`src/rtl/core/sfr_pkg.sv`:
```
// Shared types and constants for the stream find-and-replace block.
// Used by sfr_front, sfr_queue, sfr_back and stream_find_replace.
`timescale 1ns / 1ps
`default_nettype none

package sfr_pkg;

	// widest pattern or replacement string, in bytes
	localparam int MAX_BYTES = 8;
	localparam int SNAP_W = MAX_BYTES * 8;

	// length fields, wide enough to hold MAX_BYTES itself
	localparam int LEN_W = 4;

	// configuration port
	localparam int CFG_W = 64;
	localparam int CFG_IDX_W = 2;

	// default sizes
	localparam int DEF_MAX_PATTERN = 8;
	localparam int DEF_MAX_REPLACEMENT = 8;

	// command queue between front and back
	localparam int QUEUE_DEPTH = 2;

	// configuration register indexes
	typedef enum logic [CFG_IDX_W-1:0] {
		REG_PATTERN_BYTES      = 2'd0,
		REG_PATTERN_LENGTH     = 2'd1,
		REG_REPLACEMENT_BYTES  = 2'd2,
		REG_REPLACEMENT_LENGTH = 2'd3
	} cfg_reg_e;

	// one emit command: send len bytes of snap, low byte first
	typedef struct packed {
		logic [SNAP_W-1:0] snap;
		logic [LEN_W-1:0]  len;
		logic              line_done;
		logic              had_match;
	} cmd_t;

endpackage

`default_nettype wire

```
`src/rtl/core/stream_find_replace.sv`:
```
// Stream find-and-replace, top level: front end, command queue, back end.
// Path: a word's command goes into the queue, then the back end's command register, then the output register.
// Throughput: the front takes one word a cycle while the two-entry queue has room;
// the back emits one result a cycle while out_stall is low, with no gap between
// commands, so a word's results go out back to back and a quiet word sends none.
// Reset: asynchronous, active low; clears control and configuration, window bytes stay.
`timescale 1ns / 1ps
`default_nettype none

module stream_find_replace #(
	parameter int MAX_PATTERN = sfr_pkg::DEF_MAX_PATTERN,
	parameter int MAX_REPLACEMENT = sfr_pkg::DEF_MAX_REPLACEMENT
) (
	input  logic                          clk,
	input  logic                          arst_n,
	input  logic                          cfg_we,
	input  logic [sfr_pkg::CFG_IDX_W-1:0] cfg_index,
	input  logic [sfr_pkg::CFG_W-1:0]     cfg_data,
	input  logic                          in_valid,
	output logic                          in_stall,
	input  logic [7:0]                    in_byte,
	input  logic                          line_end,
	output logic                          out_valid,
	input  logic                          out_stall,
	output logic [7:0]                    out_byte,
	output logic                          byte_valid,
	output logic                          line_done,
	output logic                          line_had_match,
	output logic                          last
);
	import sfr_pkg::*;

	cmd_t push_cmd, head_cmd;
	logic push, q_full, pop, q_not_empty;

	// classify words into emit commands
	sfr_front #(
		.MAX_PATTERN     (MAX_PATTERN),
		.MAX_REPLACEMENT (MAX_REPLACEMENT)
	) u_front (
		.clk       (clk),
		.arst_n    (arst_n),
		.cfg_we    (cfg_we),
		.cfg_index (cfg_index),
		.cfg_data  (cfg_data),
		.in_valid  (in_valid),
		.in_stall  (in_stall),
		.in_byte   (in_byte),
		.line_end  (line_end),
		.cmd       (push_cmd),
		.cmd_push  (push),
		.q_full    (q_full)
	);

	// decouple the two sides
	sfr_queue u_queue (
		.clk       (clk),
		.arst_n    (arst_n),
		.push      (push),
		.push_cmd  (push_cmd),
		.full      (q_full),
		.pop       (pop),
		.head      (head_cmd),
		.not_empty (q_not_empty)
	);

	// emit results
	sfr_back u_back (
		.clk            (clk),
		.arst_n         (arst_n),
		.q_not_empty    (q_not_empty),
		.q_head         (head_cmd),
		.q_pop          (pop),
		.out_valid      (out_valid),
		.out_stall      (out_stall),
		.out_byte       (out_byte),
		.byte_valid     (byte_valid),
		.line_done      (line_done),
		.line_had_match (line_had_match),
		.last           (last)
	);

`ifndef SYNTH
	// a bare marker only ever closes a line
	a_bare_closes_line: assert property (@(posedge clk) disable iff (!arst_n)
		(out_valid && !byte_valid) |-> (line_done && last && out_byte == 8'h00))
		else $error("bare marker not at line end");

	// line end is always the last result of its word
	a_done_is_last: assert property (@(posedge clk) disable iff (!arst_n)
		(out_valid && line_done) |-> last)
		else $error("line_done without last");

	// match flag only rides on the line's final result
	a_match_needs_done: assert property (@(posedge clk) disable iff (!arst_n)
		(out_valid && line_had_match) |-> line_done)
		else $error("line_had_match without line_done");

	// a full queue holds the input side
	a_full_stalls: assert property (@(posedge clk) disable iff (!arst_n)
		(q_full && !pop) |=> in_stall)
		else $error("input not stalled on full queue");
`endif

endmodule

`default_nettype wire

```
`src/rtl/core/sfr_front.sv`:
```
// Front end: configuration registers, match window and classification.
// Turns each accepted word into at most one emit command; depends on sfr_pkg.
`timescale 1ns / 1ps
`default_nettype none

module sfr_front #(
	parameter int MAX_PATTERN = sfr_pkg::DEF_MAX_PATTERN,
	parameter int MAX_REPLACEMENT = sfr_pkg::DEF_MAX_REPLACEMENT
) (
	input  logic                           clk,
	input  logic                           arst_n,
	input  logic                           cfg_we,
	input  logic [sfr_pkg::CFG_IDX_W-1:0]  cfg_index,
	input  logic [sfr_pkg::CFG_W-1:0]      cfg_data,
	input  logic                           in_valid,
	output logic                           in_stall,
	input  logic [7:0]                     in_byte,
	input  logic                           line_end,
	output sfr_pkg::cmd_t                  cmd,
	output logic                           cmd_push,
	input  logic                           q_full
);
	import sfr_pkg::*;

	localparam int REPL_BYTES = (MAX_REPLACEMENT > 0) ? MAX_REPLACEMENT : 1;

	// configuration
	logic [7:0]       pat_q [MAX_PATTERN];
	logic [LEN_W-1:0] pat_len_q;
	logic [7:0]       repl_q [REPL_BYTES];
	logic [LEN_W-1:0] repl_len_q;

	// window state
	logic [7:0]       win_q [MAX_PATTERN];
	logic [LEN_W-1:0] cnt_q;
	logic             match_seen_q;

	logic [LEN_W-1:0] plen, rlen, c0, c1, s_min;
	logic [7:0]       nw [MAX_PATTERN];
	logic [7:0]       shw [MAX_PATTERN];
	logic [MAX_PATTERN:0] pre_ok, ok;
	logic             full_match, accept, need_push;

	// effective lengths
	always_comb begin
		if (pat_len_q == '0)
			plen = LEN_W'(1);
		else if (pat_len_q > LEN_W'(MAX_PATTERN))
			plen = LEN_W'(MAX_PATTERN);
		else
			plen = pat_len_q;
		rlen = (repl_len_q > LEN_W'(MAX_REPLACEMENT)) ? LEN_W'(MAX_REPLACEMENT) : repl_len_q;
	end

	// append the new byte, then find the smallest head drop that leaves a proper prefix
	always_comb begin
		c0 = (cnt_q >= plen) ? '0 : cnt_q;
		c1 = c0 + LEN_W'(1);
		for (int j = 0; j < MAX_PATTERN; j++) begin
			nw[j] = (LEN_W'(j) == c0) ? in_byte : win_q[j];
		end
		for (int s = 0; s <= MAX_PATTERN; s++) begin
			pre_ok[s] = 1'b1;
			for (int j = 0; j < MAX_PATTERN; j++) begin
				if (s + j < MAX_PATTERN) begin
					if (LEN_W'(s + j) < c1 && nw[s + j] != pat_q[j])
						pre_ok[s] = 1'b0;
				end
			end
			ok[s] = pre_ok[s];
			if (LEN_W'(s) <= c1 && (c1 - LEN_W'(s)) >= plen)
				ok[s] = 1'b0;
		end
		full_match = (c1 == plen) && pre_ok[0];
		s_min = c1;
		for (int s = MAX_PATTERN; s >= 0; s--) begin
			if (ok[s] && LEN_W'(s) <= c1)
				s_min = LEN_W'(s);
		end
		for (int j = 0; j < MAX_PATTERN; j++) begin
			shw[j] = nw[j];
			for (int s = 1; s <= MAX_PATTERN; s++) begin
				if (j + s < MAX_PATTERN && LEN_W'(s) == s_min)
					shw[j] = nw[j + s];
			end
		end
	end

	// emit command for this word
	always_comb begin
		for (int j = 0; j < MAX_BYTES; j++) begin
			if (full_match)
				cmd.snap[j*8 +: 8] = (j < REPL_BYTES) ? repl_q[j] : 8'h00;
			else
				cmd.snap[j*8 +: 8] = (j < MAX_PATTERN) ? nw[j] : 8'h00;
		end
		if (full_match)
			cmd.len = rlen;
		else
			cmd.len = line_end ? c1 : s_min;
		cmd.line_done = line_end;
		cmd.had_match = line_end & (match_seen_q | full_match);
	end

	assign need_push = line_end || (cmd.len != '0);
	assign in_stall  = q_full;
	assign accept    = in_valid && !q_full;
	assign cmd_push  = accept && need_push;

	// configuration registers and window control
	always_ff @(posedge clk or negedge arst_n) begin
		if (!arst_n) begin
			for (int j = 0; j < MAX_PATTERN; j++) pat_q[j] <= 8'h00;
			for (int j = 0; j < REPL_BYTES; j++) repl_q[j] <= 8'h00;
			pat_len_q    <= LEN_W'(1);
			repl_len_q   <= '0;
			cnt_q        <= '0;
			match_seen_q <= 1'b0;
		end else if (cfg_we) begin
			unique case (cfg_reg_e'(cfg_index))
				REG_PATTERN_BYTES: begin
					for (int j = 0; j < MAX_PATTERN; j++) pat_q[j] <= cfg_data[j*8 +: 8];
					cnt_q <= '0;
				end
				REG_PATTERN_LENGTH: begin
					pat_len_q <= cfg_data[LEN_W-1:0];
					cnt_q     <= '0;
				end
				REG_REPLACEMENT_BYTES: begin
					for (int j = 0; j < REPL_BYTES; j++) repl_q[j] <= cfg_data[j*8 +: 8];
				end
				REG_REPLACEMENT_LENGTH: begin
					repl_len_q <= cfg_data[LEN_W-1:0];
				end
				default: ;
			endcase
		end else if (accept) begin
			if (line_end || full_match)
				cnt_q <= '0;
			else
				cnt_q <= c1 - s_min;
			if (line_end)
				match_seen_q <= 1'b0;
			else if (full_match)
				match_seen_q <= 1'b1;
		end
	end

	// held window bytes, no reset needed
	always_ff @(posedge clk) begin
		if (accept) begin
			for (int j = 0; j < MAX_PATTERN; j++) win_q[j] <= shw[j];
		end
	end

endmodule

`default_nettype wire

```
`src/rtl/core/sfr_queue.sv`:
```
// Short command queue between front and back ends.
// Depends on sfr_pkg for the command type and depth.
`timescale 1ns / 1ps
`default_nettype none

module sfr_queue (
	input  logic          clk,
	input  logic          arst_n,
	input  logic          push,
	input  sfr_pkg::cmd_t push_cmd,
	output logic          full,
	input  logic          pop,
	output sfr_pkg::cmd_t head,
	output logic          not_empty
);
	import sfr_pkg::*;

	localparam int PTR_W = (QUEUE_DEPTH > 1) ? $clog2(QUEUE_DEPTH) : 1;
	localparam int CNT_W = $clog2(QUEUE_DEPTH + 1);

	cmd_t             entries_q [QUEUE_DEPTH];
	logic [PTR_W-1:0] wr_ptr_q, rd_ptr_q;
	logic [CNT_W-1:0] count_q;
	logic             do_push, do_pop;

	assign full      = (count_q == CNT_W'(QUEUE_DEPTH));
	assign not_empty = (count_q != '0);
	assign head      = entries_q[rd_ptr_q];
	assign do_push   = push && !full;
	assign do_pop    = pop && not_empty;

	// pointers and fill count
	always_ff @(posedge clk or negedge arst_n) begin
		if (!arst_n) begin
			wr_ptr_q <= '0;
			rd_ptr_q <= '0;
			count_q  <= '0;
		end else begin
			if (do_push)
				wr_ptr_q <= (wr_ptr_q == PTR_W'(QUEUE_DEPTH - 1)) ? '0 : wr_ptr_q + PTR_W'(1);
			if (do_pop)
				rd_ptr_q <= (rd_ptr_q == PTR_W'(QUEUE_DEPTH - 1)) ? '0 : rd_ptr_q + PTR_W'(1);
			if (do_push && !do_pop)
				count_q <= count_q + CNT_W'(1);
			else if (do_pop && !do_push)
				count_q <= count_q - CNT_W'(1);
		end
	end

	// storage
	always_ff @(posedge clk) begin
		if (do_push)
			entries_q[wr_ptr_q] <= push_cmd;
	end

endmodule

`default_nettype wire

```
`src/rtl/core/sfr_back.sv`:
```
// Back end: walks one emit command at a time into the output register.
// Depends on sfr_pkg for the command type.
`timescale 1ns / 1ps
`default_nettype none

module sfr_back (
	input  logic          clk,
	input  logic          arst_n,
	input  logic          q_not_empty,
	input  sfr_pkg::cmd_t q_head,
	output logic          q_pop,
	output logic          out_valid,
	input  logic          out_stall,
	output logic [7:0]    out_byte,
	output logic          byte_valid,
	output logic          line_done,
	output logic          line_had_match,
	output logic          last
);
	import sfr_pkg::*;

	// command being emitted
	logic              cur_valid_q;
	logic [SNAP_W-1:0] snap_q;
	logic [LEN_W-1:0]  rem_q;
	logic              bare_q, done_q, match_q;

	// output register
	logic              out_valid_q;
	logic [7:0]        out_byte_q;
	logic              byte_valid_q, line_done_q, had_match_q, last_q;

	logic out_free, cur_last, emit;

	assign out_free = !out_valid_q || !out_stall;
	assign cur_last = (rem_q == LEN_W'(1));
	assign emit     = cur_valid_q && out_free;
	assign q_pop    = q_not_empty && (!cur_valid_q || (emit && cur_last));

	// sequencer control
	always_ff @(posedge clk or negedge arst_n) begin
		if (!arst_n) begin
			cur_valid_q <= 1'b0;
			rem_q       <= '0;
			out_valid_q <= 1'b0;
		end else begin
			if (q_pop) begin
				cur_valid_q <= 1'b1;
				rem_q       <= (q_head.len == '0) ? LEN_W'(1) : q_head.len;
			end else if (emit) begin
				rem_q <= rem_q - LEN_W'(1);
				if (cur_last)
					cur_valid_q <= 1'b0;
			end
			if (out_free)
				out_valid_q <= cur_valid_q;
		end
	end

	// command and result payload
	always_ff @(posedge clk) begin
		if (q_pop) begin
			snap_q  <= q_head.snap;
			bare_q  <= (q_head.len == '0);
			done_q  <= q_head.line_done;
			match_q <= q_head.had_match;
		end else if (emit) begin
			snap_q <= {8'h00, snap_q[SNAP_W-1:8]};
		end
		if (emit) begin
			out_byte_q   <= bare_q ? 8'h00 : snap_q[7:0];
			byte_valid_q <= !bare_q;
			line_done_q  <= cur_last && done_q;
			had_match_q  <= cur_last && done_q && match_q;
			last_q       <= cur_last;
		end
	end

	assign out_valid      = out_valid_q;
	assign out_byte       = out_byte_q;
	assign byte_valid     = byte_valid_q;
	assign line_done      = line_done_q;
	assign line_had_match = had_match_q;
	assign last           = last_q;

endmodule

`default_nettype wire

```
`config.mk`:
```
export PLATFORM = sky130hd
export DESIGN_NAME = stream_find_replace
export DESIGN_NICKNAME = d
export VERILOG_FILES = /design/src/rtl/core/sfr_pkg.sv /design/src/rtl/core/stream_find_replace.sv /design/src/rtl/core/sfr_front.sv /design/src/rtl/core/sfr_queue.sv /design/src/rtl/core/sfr_back.sv
export SDC_FILE = /design/constraint.sdc
export NUM_CORES = 1
export LEC_CHECK = 0
export ABC_AREA = 1
export BUFFER_PORTS_ARGS = -buffer_cell sky130_fd_sc_hd__buf_2
export CELL_PAD_IN_SITES_DETAIL_PLACEMENT = 2
export CELL_PAD_IN_SITES_GLOBAL_PLACEMENT = 2
export CORE_AREA = 2 2 333 335
export CTS_BUF_LIST = sky130_fd_sc_hd__clkbuf_4 sky130_fd_sc_hd__clkbuf_8 sky130_fd_sc_hd__clkbuf_16
export CTS_CLUSTER_DIAMETER = 120
export DETAILED_ROUTE_END_ITERATION = 8
export DIE_AREA = 0 0 335 337
export PLACE_DENSITY_LB_ADDON = 0.1
export REMOVE_ABC_BUFFERS = 1
export SLEW_MARGIN = 20
export SYNTH_ARGS = -nofsm -noshare
export SYNTH_HDL_FRONTEND = slang
export SYNTH_SLANG_ARGS = --single-unit
```
`constraint.sdc`:
```
create_clock -name clk -period 17.4 [get_ports clk]
set_input_delay 2.61 -clock clk [delete_from_list [all_inputs] [get_ports clk]]
set_output_delay 2.61 -clock clk [all_outputs]
set_load 0.005 [all_outputs]
```
### Yosys cells after proc, flatten, opt, wreduce, memory -nomap -nowiden

Memories as Yosys holds them, arrays and structs flattened.
Index checks and enable logic that the tools add are counted.

* flip-flop bits (word level): 230
* bits in writable memories: 204
* input port bits: 80
* output and inout port bits: 14
* logic and storage cells: 363
* memories: 2

Memories
* u_queue.entries_q: words 2, bits a word 70, rd ports 1, clocked after memory_dff 0, wr ports 1, RTL line sfr_queue.sv:21 `cmd_t entries_q [QUEUE_DEPTH];`
* u_front.win_q: words 8, bits a word 8, rd ports 8, clocked after memory_dff 0, wr ports 8, RTL line sfr_front.sv:34 `logic [7:0] win_q [MAX_PATTERN];`

* add/sub/neg operators: 15
* $lt $le $gt $ge: 29
* equality and inequality tests: 57
* multiplexer cells: 126
* bitwise gates (word level): 3
* reductions and logical operators: 96

Operator list (number)
* two-way mux 8 bit: 44
* inequality test 8 bit: 36
* two-way mux 64 bit: 2
* two-way mux 4 bit: 22
* logical AND 1 bit: 66
* two-way mux 1 bit: 56
* >= comparator 4 bit: 10
* equality test 3 x 4 -> 1 bit, first input constant: 8
* equality test 2 x 4 -> 1 bit, first input constant: 4
* less-or-equal comparator 3 x 4 -> 1 bit, first input constant: 4
* less-than comparator 3 x 4 -> 1 bit, first input constant: 4
* subtractor 4 x 3 -> 4 bit, second input constant: 4
* logical NOT 4 bit: 3
* AND reduction 2 bit: 6
* nonzero test 2 bit: 6
* equality test 1 x 4 -> 1 bit, first input constant: 2
* greater-than comparator 4 bit, second input constant: 2
* less-or-equal comparator 1 x 4 -> 1 bit, first input constant: 2
* less-or-equal comparator 2 x 4 -> 1 bit, first input constant: 2
* less-than comparator 1 x 4 -> 1 bit, first input constant: 2
* less-than comparator 2 x 4 -> 1 bit, first input constant: 2
* subtractor 4 x 1 -> 4 bit, second input constant: 2
* subtractor 4 x 2 -> 4 bit, second input constant: 2
* logical NOT 1 bit: 7
* other kinds (21): 28

### Longest topological paths before layout

Gate-level depths: netlist of the first run.

* depth after elaboration: 30
* gate-level depth with buffers: 44
* depth with buffers taken out: 41

### By module

Synthesis of the first run repeated with hierarchy kept, for this count alone.

* cell total of the unflattened synthesis: 3757
* area total of the unflattened synthesis: 27133.5 um2

By module, submodules not included
* sfr_front: instances 1, cells each 3005, area an instance 18132.4 um2, sequential area each 5451.5 um2
* sfr_queue: instances 1, cells each 397, area an instance 5351.4 um2, sequential area each 4304.1 um2
* sfr_back: instances 1, cells each 355, area an instance 3649.8 um2, sequential area each 2522.4 um2

### Least setup slack after synthesis of the first run

No wires, ideal clock.

* path type: register to register
* start: register u_front.pat_len_q[0]
* end: memory u_queue.entries_q[1][0] (netlist bit), enable pin
* setup time: 0.499 ns
* arrival time: 8.332 ns
* data required time: 16.901 ns
* path slack: 8.569 ns
* stages on the path, launching flop included: 37
* path buffers: 2
* period minus slack after synthesis: 8.831 ns
* cell sequence: dfstp_2 > nor3_1 > o21ai_0 > ha_1 > nand2_1 > inv_1 > nand2_2 > nand3_4 > nor2_1 > ha_1 > clkbuf_1 > clkbuf_1 > inv_1 > nand2_1 > nand2_1 > inv_1 > ha_1 > inv_1 > xor2_1 > a21boi_0 > inv_1 > ha_1 > a21oi_1 > nand2_1 > nand2_1 > nand2_1 > nand2_1 > nand2_1 > nand2_1 > nand2_1 > nand2_1 > nand2_2 > nand2_1 > a32oi_1 > nand4_1 > nand2_1 > nor2_1

* cells in the longest elaborated chain, start to end: 28
* elaborated cells on any way between the ends: 211
* those cells by class: add/sub: 9; order compare: 28; eq/ne: 44; mux: 69; reduce/logical: 61

Ends and longest elaborated chain
* start, declared: RTL line sfr_front.sv:29 `logic [LEN_W-1:0] pat_len_q;`
* start signal, assigned: RTL line sfr_front.sv:126 `pat_len_q <= cfg_data[LEN_W-1:0];`
* greater-than comparator 4 bit: RTL line sfr_front.sv:48 `else if (pat_len_q > LEN_W'(MAX_PATTERN))`
* two-way mux 4 bit: RTL line sfr_front.sv:48
* two-way mux 4 bit *: RTL line sfr_front.sv:46 `if (pat_len_q == '0)`
* >= comparator 4 bit: RTL line sfr_front.sv:57 `c0 = (cnt_q >= plen) ? '0 : cnt_q;`
* two-way mux 4 bit: RTL line sfr_front.sv:57
* adder 4 x 1 -> 4 bit, or another cell as far along: RTL line sfr_front.sv:58 `c1 = c0 + LEN_W'(1);`
* subtractor 4 bit / two-way mux 8 bit (equally long branches): RTL line sfr_front.sv:71, sfr_front.sv:60
* >= comparator 4 bit / inequality test 8 bit (equally long branches): RTL line sfr_front.sv:71, sfr_front.sv:66
* (+12 left out)
* two-way mux 4 bit: RTL line sfr_front.sv:100 `cmd.len = line_end ? c1 : s_min;`
* two-way mux 4 bit *: RTL line sfr_front.sv:97 `if (full_match)`
* nonzero test 4 bit *: RTL line sfr_front.sv:105 `assign need_push = line_end || (cmd.len != '0);`
* logical OR 1 bit *: RTL line sfr_front.sv:105
* logical AND 1 bit *: RTL line sfr_front.sv:108 `assign cmd_push = accept && need_push;`
* logical AND 1 bit *: RTL line sfr_queue.sv:29 `assign do_push = push && !full;`
* two-way mux 1 bit *: RTL line sfr_queue.sv:52 `if (do_push)`
* two-way mux 1 bit (implied by the code) *: RTL line sfr_queue.sv:53 `entries_q[wr_ptr_q] <= push_cmd;`
* end, declared: RTL line sfr_queue.sv:21

Every way passes the cells marked *; elsewhere a longest branch is shown, timed or not.

==> results, run 1 <==
- The number of max-capacitance violations reported is 0.
- The critical path is of the flop to flop type.
- The number of failing hold endpoints at the final stage is 0.
- In this run, the clock network consumes 27.7% of the power.
- The launch point of the worst reg-to-reg path is u_front.pat_len_q[3]$_DFFE_PN0P_.
- In this run the remaining antenna-violating nets after routing total 0.
- The distinct cell type count of the synthesized netlist is 50.
- The clock tree synthesis step divided the H-tree into 2 levels.
- For the final routed database, the setup TNS stands at 0 ps.
- Once the clock tree was built, the resizer swapped 0 gates to a different size.
- At the pin with the least slew margin, the transition time is slightly above 1000 ps.
- After routing the design area is slightly above 30000 sq um.
- In this run the worst hold path is classified as flop to flop.
- The category of the worst setup path capture point is a flop.
- In this run the most critical hold path is launched from u_queue.wr_ptr_q$_DFFE_PN0P_.
- The slowest cell on the critical path is sky130_fd_sc_hd__nand3_1.
- At the end of the flow, the number of nets in the layout was 3912.
- The number of global-route vias before repair was 27300.
- The placed instances occupy a cell area of 29000 sq um.
- Dividing the final minimum period by the clock period gives between 50% and 60%.
- The number of placement rows is 122.
- The required time at the endpoint of the critical path is around 18000 ps.
- For this design the ratio of total power to cell area is 144 nW/um^2.
- The worst-case clock buffer depth is 3.
- The post-synthesis area per instance is 7.19 sq um.
- Of the total power, the share spent switching nets is 41.3%.
- The worst hold path was traced through 2 stages.
- The sequential cell fraction of total power is 37.4%.
- The latest clock arrival within the worst-skew pair is 670 ps.
- The final layout contains routed wiring with a total length of 138000 microns.
- The max-slew headroom at the worst pin is a little under a third.
- At the end of routability-driven placement, the weighted congestion stood at 0.864.
- The die covers 113000 sq um.
- The count of antenna diodes in the layout is 0.
- Setup repair after global routing left no endpoint under its margin.
- The global routing usage on met2 is 39.2%.
- The hold path endpoint is u_queue.wr_ptr_q$_DFFE_PN0P_.
- Summing the sequential cell areas from Yosys gives 45.2% of the chip area.
- The hold buffer count at CTS is 0.
- In the global route stage, overall resource usage came out at 24.2%.
- The starting density of the core is 24.8%.
- The met3 track demand over resource is 2.61%.
- The total net switching power is 0.00183 W.
- In the synthesized netlist the dominant register cell turns out to be sky130_fd_sc_hd__edfxtp_1.
- The flow ran to the end, and the final reports show no timing, DRC or antenna violations.
- Setup violations remaining at the end of the flow were counted as 0.
- The buffers inserted during post-CTS setup optimization is 0.
- The shortest period the worst path allows is 8900 ps.
- In the routed design, unresolved DRC markers number 0.
- In the layout the commonest cells are sky130_fd_sc_hd__nand2_1, sky130_fd_sc_hd__inv_1, sky130_fd_sc_hd__nand3_1.
- Along the worst path, the maximum fanout reaches 39.
- The initial antenna violation count is 6.
- Entering global routing, the biggest net connects 67 pins.
- The total area inside the core boundary comes to 110000 sq um.
- In this design, the stage delay of the slowest critical-path cell is 750 ps.
- The area growth from synthesis to layout is 13.5%.
- The maximum vdd drop is ~0.076 mV.
- The mapped netlist covers between 20000 and 30000 sq um.
- The timing-limited maximum frequency is 112 MHz.
- The vertical die dimension is 337 microns.
- The clock tree from TritonCTS is done.
- STA classifies the critical path startpoint as a flop.
- The count of buffers added on input and output ports is 93.
- The library cell used as clock root buffer is sky130_fd_sc_hd__clkbuf_16.
- The met1 routing resource usage after global routing is between 30% and 40%.
- In this run, synthesis inferred 283 flip-flops with an integrated enable.
- In this run the critical register-to-register path is captured at u_queue.entries_q[1][67]$_DFFE_PP_.
- The combinational share of power is between 30% and 40%.
- After synthesis, the share of flip-flops with an asynchronous set or reset is between 30% and 40%.
- The leakage dissipation is about 14 nW.
- Counting both buffers and inverters, the worst setup path holds a total of 6.
- Broken down by cell family, the worst path's largest delay share belongs to simple AND/OR/NAND/NOR gates.
- Cells with a size suffix above 1 make up about 8.8% of the layout.
- In this run, CTS created clock tree buffers numbering 58.
- Dividing the detail-routed wire length by the instance count gives 26.2 microns.
- Fill cells in the final layout number 12900.
- The clock edge transition at the registers on the reported setup and hold paths is roughly 60 ps.
- In the routed layout, each cell is associated on average with a via count of 4.99.
- The global routing's busiest layer is met2.
- The final setup skew is 35.5 ps.
- The reg-to-reg setup timing slack is 8500 ps.
- The first global-routing pass estimated 199000 microns of wire.
- The data arrival time of the critical path is 9180 ps.
- The Yosys step of the flow raised 0 warnings.
- The pre-antenna-repair detailed-routing pass consisted of 7 iterations.
- The logic depth of the worst register-to-register path is 32.
- The library cell used most frequently in the layout, excluding fill and tap cells, is sky130_fd_sc_hd__nand2_1.
- The via count is roughly 26000.
- The number of slew-limit violations in the final report is 0.
- The most frequent cell on the critical path is sky130_fd_sc_hd__nand2_1.
- The half-perimeter wire length after detailed placement is 98800 microns.
- The die width is approximately 340 microns.
- The post-synthesis register bit count is ~430.
- The cell count after synthesis is 3781.
- For this block, the initial DRC count from the detailed router was around 1700.
- The internal power is 0.00260 W.
- The total overflow left after global routing is 0.
- In this run the count of I/O pins placed on the die edge is 94.
- The number of clock sinks is ~430.
tightest hold or removal path: stages (launching register included):
cell and delay (ps):
sky130_fd_sc_hd__dfrtp_1 340, sky130_fd_sc_hd__nand2_1 50, sky130_fd_sc_hd__nand2_1 60
flip-flops by register name, summed over array words and instances, names as in the netlist:
register and count:
u_queue.wr_ptr_q 1, u_front.match_seen_q 1, u_back.snap_q 64, u_back.rem_q 4, u_back.line_done 1, u_back.out_valid 1
u_back.line_had_match 1, u_front.pat_q 64, u_front.pat_len_q 4, u_back.cur_valid_q 1, u_back.done_q 1, u_front.cnt_q 4
u_queue.rd_ptr_q 1, u_queue.entries_q 140, u_back.out_byte 8, u_front.repl_q 64, u_queue.count_q 2, u_back.last 1
u_back.match_q 1, u_back.byte_valid 1, u_front.win_q 64, u_back.bare_q 1, u_front.repl_len_q 4
cell type report:
cell class | count | area, sq um | area share, %
clock buffer | 71 | 1580 | 5.12
clock inverter | 37 | 339 | 1.10
inverter | 370 | 1400 | 4.52
multi-input combinational | 2783 | 12700 | 41.1
sequential | 434 | 12300 | 39.8
tap | 1426 | 1780 | 5.78
timing repair buffer | 137 | 805 | 2.61
power groups by stage:
stage               clock [W]  combinational, W  sequential [W]
detailed placement          0           0.00156         0.00168
global route          0.00130           0.00173         0.00169
finish                0.00123           0.00155         0.00166
CTS                   0.00127           0.00157         0.00166
floorplan                   0          0.000883         0.00164
global placement            0           0.00154         0.00167
per-stage QoR:
| step | hold WS, ps | std cells | utilization [%] | total power, W | setup slack (ps) |
|---|---|---|---|---|---|
| 3_5_place_dp | 474 | 5150 | 26.4 | 0.00324 | 8480 |
| 6_report | 485 | 5258 | 28.2 | 0.00443 | 8500 |
| 4_1_cts | 489 | 5258 | 28.2 | 0.00449 | 8490 |
| 3_3_place_gp | 466 | 5150 | 26.4 | 0.00321 | 8570 |
| 5_1_grt | 497 | 5258 | 28.2 | 0.00472 | 7900 |
| 2_1_floorplan | 442 | 3587 | - | 0.00252 | 5940 |
Yosys cell counts, drive strengths merged (6+ instances only):
master	n	share of area, %
o221ai	9	0.29
nand3	333	6.5
nand2	1546	22
nand4	11	0.31
a21oi	156	2.9
o22ai	9	0.21
inv	370	5.1
o21ai	286	5.3
ha	47	2.2
a22oi	6	0.17
buf	96	2.0
dfrtp	150	14
edfxtp	283	31
xor2	9	0.29
nor2	276	4.0
o21bai	6	0.17
a31oi	63	1.4
clkbuf	98	1.4
worst max path at each step:
stage / from / end / slack, ps / cells past startpoint
after floorplan: u_front.pat_len_q[0]$_DFFE_PN1P_ / u_queue.entries_q[1][0]$_DFFE_PP_ / 5940 / 25
after global placement: u_front.pat_len_q[3]$_DFFE_PN0P_ / u_queue.entries_q[1][21]$_DFFE_PP_ / 8570 / 32
after detailed placement: u_front.pat_len_q[3]$_DFFE_PN0P_ / u_queue.entries_q[1][21]$_DFFE_PP_ / 8480 / 32
after CTS: u_front.pat_len_q[3]$_DFFE_PN0P_ / u_queue.entries_q[1][67]$_DFFE_PP_ / 8490 / 32
after global routing: u_front.pat_len_q[3]$_DFFE_PN0P_ / u_queue.entries_q[1][67]$_DFFE_PP_ / 7900 / 32
final: u_front.pat_len_q[3]$_DFFE_PN0P_ / u_queue.entries_q[1][67]$_DFFE_PP_ / 8500 / 32
per-layer routing:
| metal | share of wire (%) | vias up |
|---|---|---|
| li1 | - | 12200 |
| met1 | 49 | 13400 |
| met2 | 46 | 471 |
| met3 | 3.5 | 135 |
| met4 | 2.0 | 4 |
| met5 | 0.019 | - |
cells by family (layout without fill, tap and decap cells):
family / Yosys count / count (layout) / share of synthesized area, %
AO/OA/AOI/OAI: 549 / 549 / 10.9
flip-flops: 434 / 434 / 45.2
XOR/XNOR: 12 / 12 / 0.387
multiplexers: 3 / 3 / 0.110
adder cells (fa/ha/maj): 48 / 48 / 2.24
AND/OR/NAND/NOR: 2171 / 2171 / 32.7
buffers and inverters: 564 / 615 / 8.47
(Power assumes the default switching activity.)
==> inputs of run 2 (changes only) <==
==> constraint.sdc (replaced) <==
create_clock -name clk -period 8.2 [get_ports clk]
set_input_delay 1.23 -clock clk [delete_from_list [all_inputs] [get_ports clk]]
set_output_delay 1.23 -clock clk [all_outputs]
set_load 0.005 [all_outputs]
==> results, run 2 (synthesis gave the netlist of run 1 again) <==
- The run finished with clean final reports.
- The fraction of final layout cells sized beyond drive strength 1 is 10.2% (+1.3 points).
- The maximum vdd drop came to 0.165 mV (+120%).
- The via count is 26600 (+1.4%).
- The aggregate routed wire length came to 139000 microns (+1.1%).
- The growth of design area from synthesis to finish is 15.3%.
- The most numerous cell type found on the critical path is sky130_fd_sc_hd__nand2_1.
- The worst-case clock buffer depth was 3 (unchanged).
- Setup repair after global routing left no endpoint under its margin.
- The final setup skew is 28.2 ps (-7.38 ps).
- TritonCTS built the clock tree.
- The final instance area is 31300 sq um (+1.5%).
- The global-route congestion overflow total was 0 (unchanged).
- The number of placement rows is 122 (unchanged).
- The accumulated negative setup slack came to 0 ps (unchanged).
- The remaining number of nets flagged by the antenna check after routing was 0 (unchanged).
- The initial DRC count came to 1907 (+9.5%).
- The power per cell area is 303 nW/um^2 (+110%).
- The stage delay of the slowest cell on the critical path is 640 ps (-110 ps).
- The sequential cell area in the final layout is 12300 sq um (unchanged).
- The initial antenna violation count is 2 (-4).
- The total area of multi-input combinational cells was 12700 sq um (unchanged).
- The average detailed-routed wire length per instance was 26.2 microns (+0.13%).
- The number of DRC violations after detailed routing is 0 (unchanged).
- The half-perimeter wire length after detailed placement is 102000 microns (+2.9%).
- The data arrival time of the critical path is 7910 ps (-1270 ps).
- The register name with the most flops is u_queue.entries_q.
- Leaving out fill and tap cells, the most frequent cells in the layout are sky130_fd_sc_hd__nand2_1, sky130_fd_sc_hd__inv_1, sky130_fd_sc_hd__nand3_1.
- The number of inserted filler cells in the final layout is 12900 (-0.023%).
- The clock edge transition at the registers on the reported setup and hold paths came to 60 ps (about the same).
- The number of clock sinks came to 434 (unchanged).
- The shortest period the worst path allows is 7490 ps (-1420 ps).
- The final setup slack of the worst path is 714 ps (-7780 ps).
- The quantity of gates resized following cts is 0 (unchanged).
- The latest clock arrival within the worst-skew pair came to 680 ps (about the same).
- The maximum number of pins on one net before global-route repair is 74 (+10%).
- The number of buffer and inverter instances along the worst setup path is 5 (-1).
- The timing-limited maximum frequency came to 134 MHz (+19%).
- The leakage dissipation is 14.7 nW (+2.0%).
- The hold buffer count at CTS is 0 (unchanged).
- In this run the clock root is driven by a sky130_fd_sc_hd__clkbuf_16.
- The worst slack at placement is 741 ps (-7740 ps).
- The area of placed instances is 29400 sq um (+1.7%).
- The vertical die dimension came to 337 microns (unchanged).
- The deepest level of the CTS H-tree is 2 (unchanged).
- The category of the worst setup path launch point is a flop.
- The wire length of the first global-routing pass is 202000 microns (+1.7%).
- The slowest cell on the critical path is sky130_fd_sc_hd__nor2_2.
- The number of detailed-routing iterations run before antenna repair is 5 (-2).
- The total number of nets in the final design came to 3963 (+1.3%).
- The number of slew-limit violations in the final report is 0 (unchanged).
- The number of failing hold endpoints at the final stage was 0 (unchanged).
- The max-slew headroom at the worst pin came to 33.6% (+2.3 points).
- The count of antenna diodes in the layout is 0 (unchanged).
- The worst hold path class is flop to flop.
- The global placement routability congestion was 0.884 (+2.3%).
- The starting density of the core is 24.8% (unchanged).
- The ratio of routed vias to standard cells came to 5.01 (+0.41%).
- By startpoint and endpoint, the worst setup path is classified as flop to flop.
- The placeable core region is 110000 sq um (unchanged).
- The flip-flop count of the largest register, all copies and words added is 140 (unchanged).
- The number of global-route vias before repair is 27700 (+1.4%).
- The total global routing track utilization is 24.6% (+0.38 points).
- The final setup violation count was 0 (unchanged).
- The final core utilization is 28.6% (+0.43 points).
- The final clock period utilization by the worst path is 91.3% (+40 points).
- The number of max-capacitance violations reported is 0 (unchanged).
- The count of input and output buffers is 93 (unchanged).
- Leaving out fill and tap cells, the most frequent cell in the layout is sky130_fd_sc_hd__nand2_1.
- The TritonCTS buffer count is 56 (-3.4%).
- The die width was 335 microns (unchanged).
- The largest fanout of any net on the critical path is 13 (-67%).
- The cell family contributing the most delay on the critical path is simple AND/OR/NAND/NOR gates.
- The full die area was 113000 sq um (unchanged).
- The total I/O pin count is 94 (unchanged).
- The buffers inserted during post-CTS setup optimization came to 0 (unchanged).
- The pin slew with the least headroom to its limit is 995 ps (-25.2 ps).
- The required time at the endpoint of the critical path is 8630 ps (-9050 ps).
- The worst setup path is captured at a flop.
==> run 2: final cells by class <==
cell class / instances / share of cell area [%]
clock inverters: 29 / 0.830
repair buffers: 190 / 4.16
flip-flops and latches: 434 / 39.2
clock buffers: 77 / 5.20
inverters: 370 / 4.46
multi-input cells: 2783 / 40.5
well taps: 1426 / 5.69
==> run 2: tightest hold or removal path, stage by stage (launching register included) <==
cell and delay [ps]:
sky130_fd_sc_hd__dfrtp_1 340, sky130_fd_sc_hd__nand2_1 60, sky130_fd_sc_hd__nand2_1 50
==> run 2: per-layer routing <==
metal	global-route usage (%)	routed length (microns)	vias to the layer above
met4	6.69	3690	0
met5	0	0	-
met3	2.54	5260	137
li1	-	-	12400
met2	39.5	62800	529
met1	35.1	67300	13500
==> run 2: path summary, 6_finish.rpt <==
path                                                   from                            end  slack [ps]  cells past startpoint
min reg2reg                    u_queue.wr_ptr_q$_DFFE_PN0P_   u_queue.wr_ptr_q$_DFFE_PN0P_         480                      2
min                            u_queue.wr_ptr_q$_DFFE_PN0P_   u_queue.wr_ptr_q$_DFFE_PN0P_         480                      2
max in group asynchronous                            arst_n  u_front.pat_q[38]$_DFFE_PN0P_        6470                      2
max reg2reg                u_front.pat_len_q[0]$_DFFE_PN1P_  u_front.win_q[0][1]$_DFFE_PP_         710                     31
min in group asynchronous                            arst_n   u_back.out_valid$_DFFE_PN0P_         520                      1
max                        u_front.pat_len_q[0]$_DFFE_PN1P_  u_front.win_q[0][1]$_DFFE_PP_         710                     31
==> run 2: stage by stage <==
stage               hold slack [ps]  cells  total power [W]
floorplan                       442   3587          0.00535
global placement                467   5203          0.00691
detailed placement              467   5203          0.00698
CTS                             480   5309          0.00961
global route                    512   5309           0.0101
finish                          479   5309          0.00949
==> run 2: power breakdown <==
| part | internal, W | switching (W) |
|---|---|---|
| Sequential | 0.00318 | 0.000344 |
| Combinational | 0.000872 | 0.00252 |
| Clock | 0.00149 | 0.00108 |
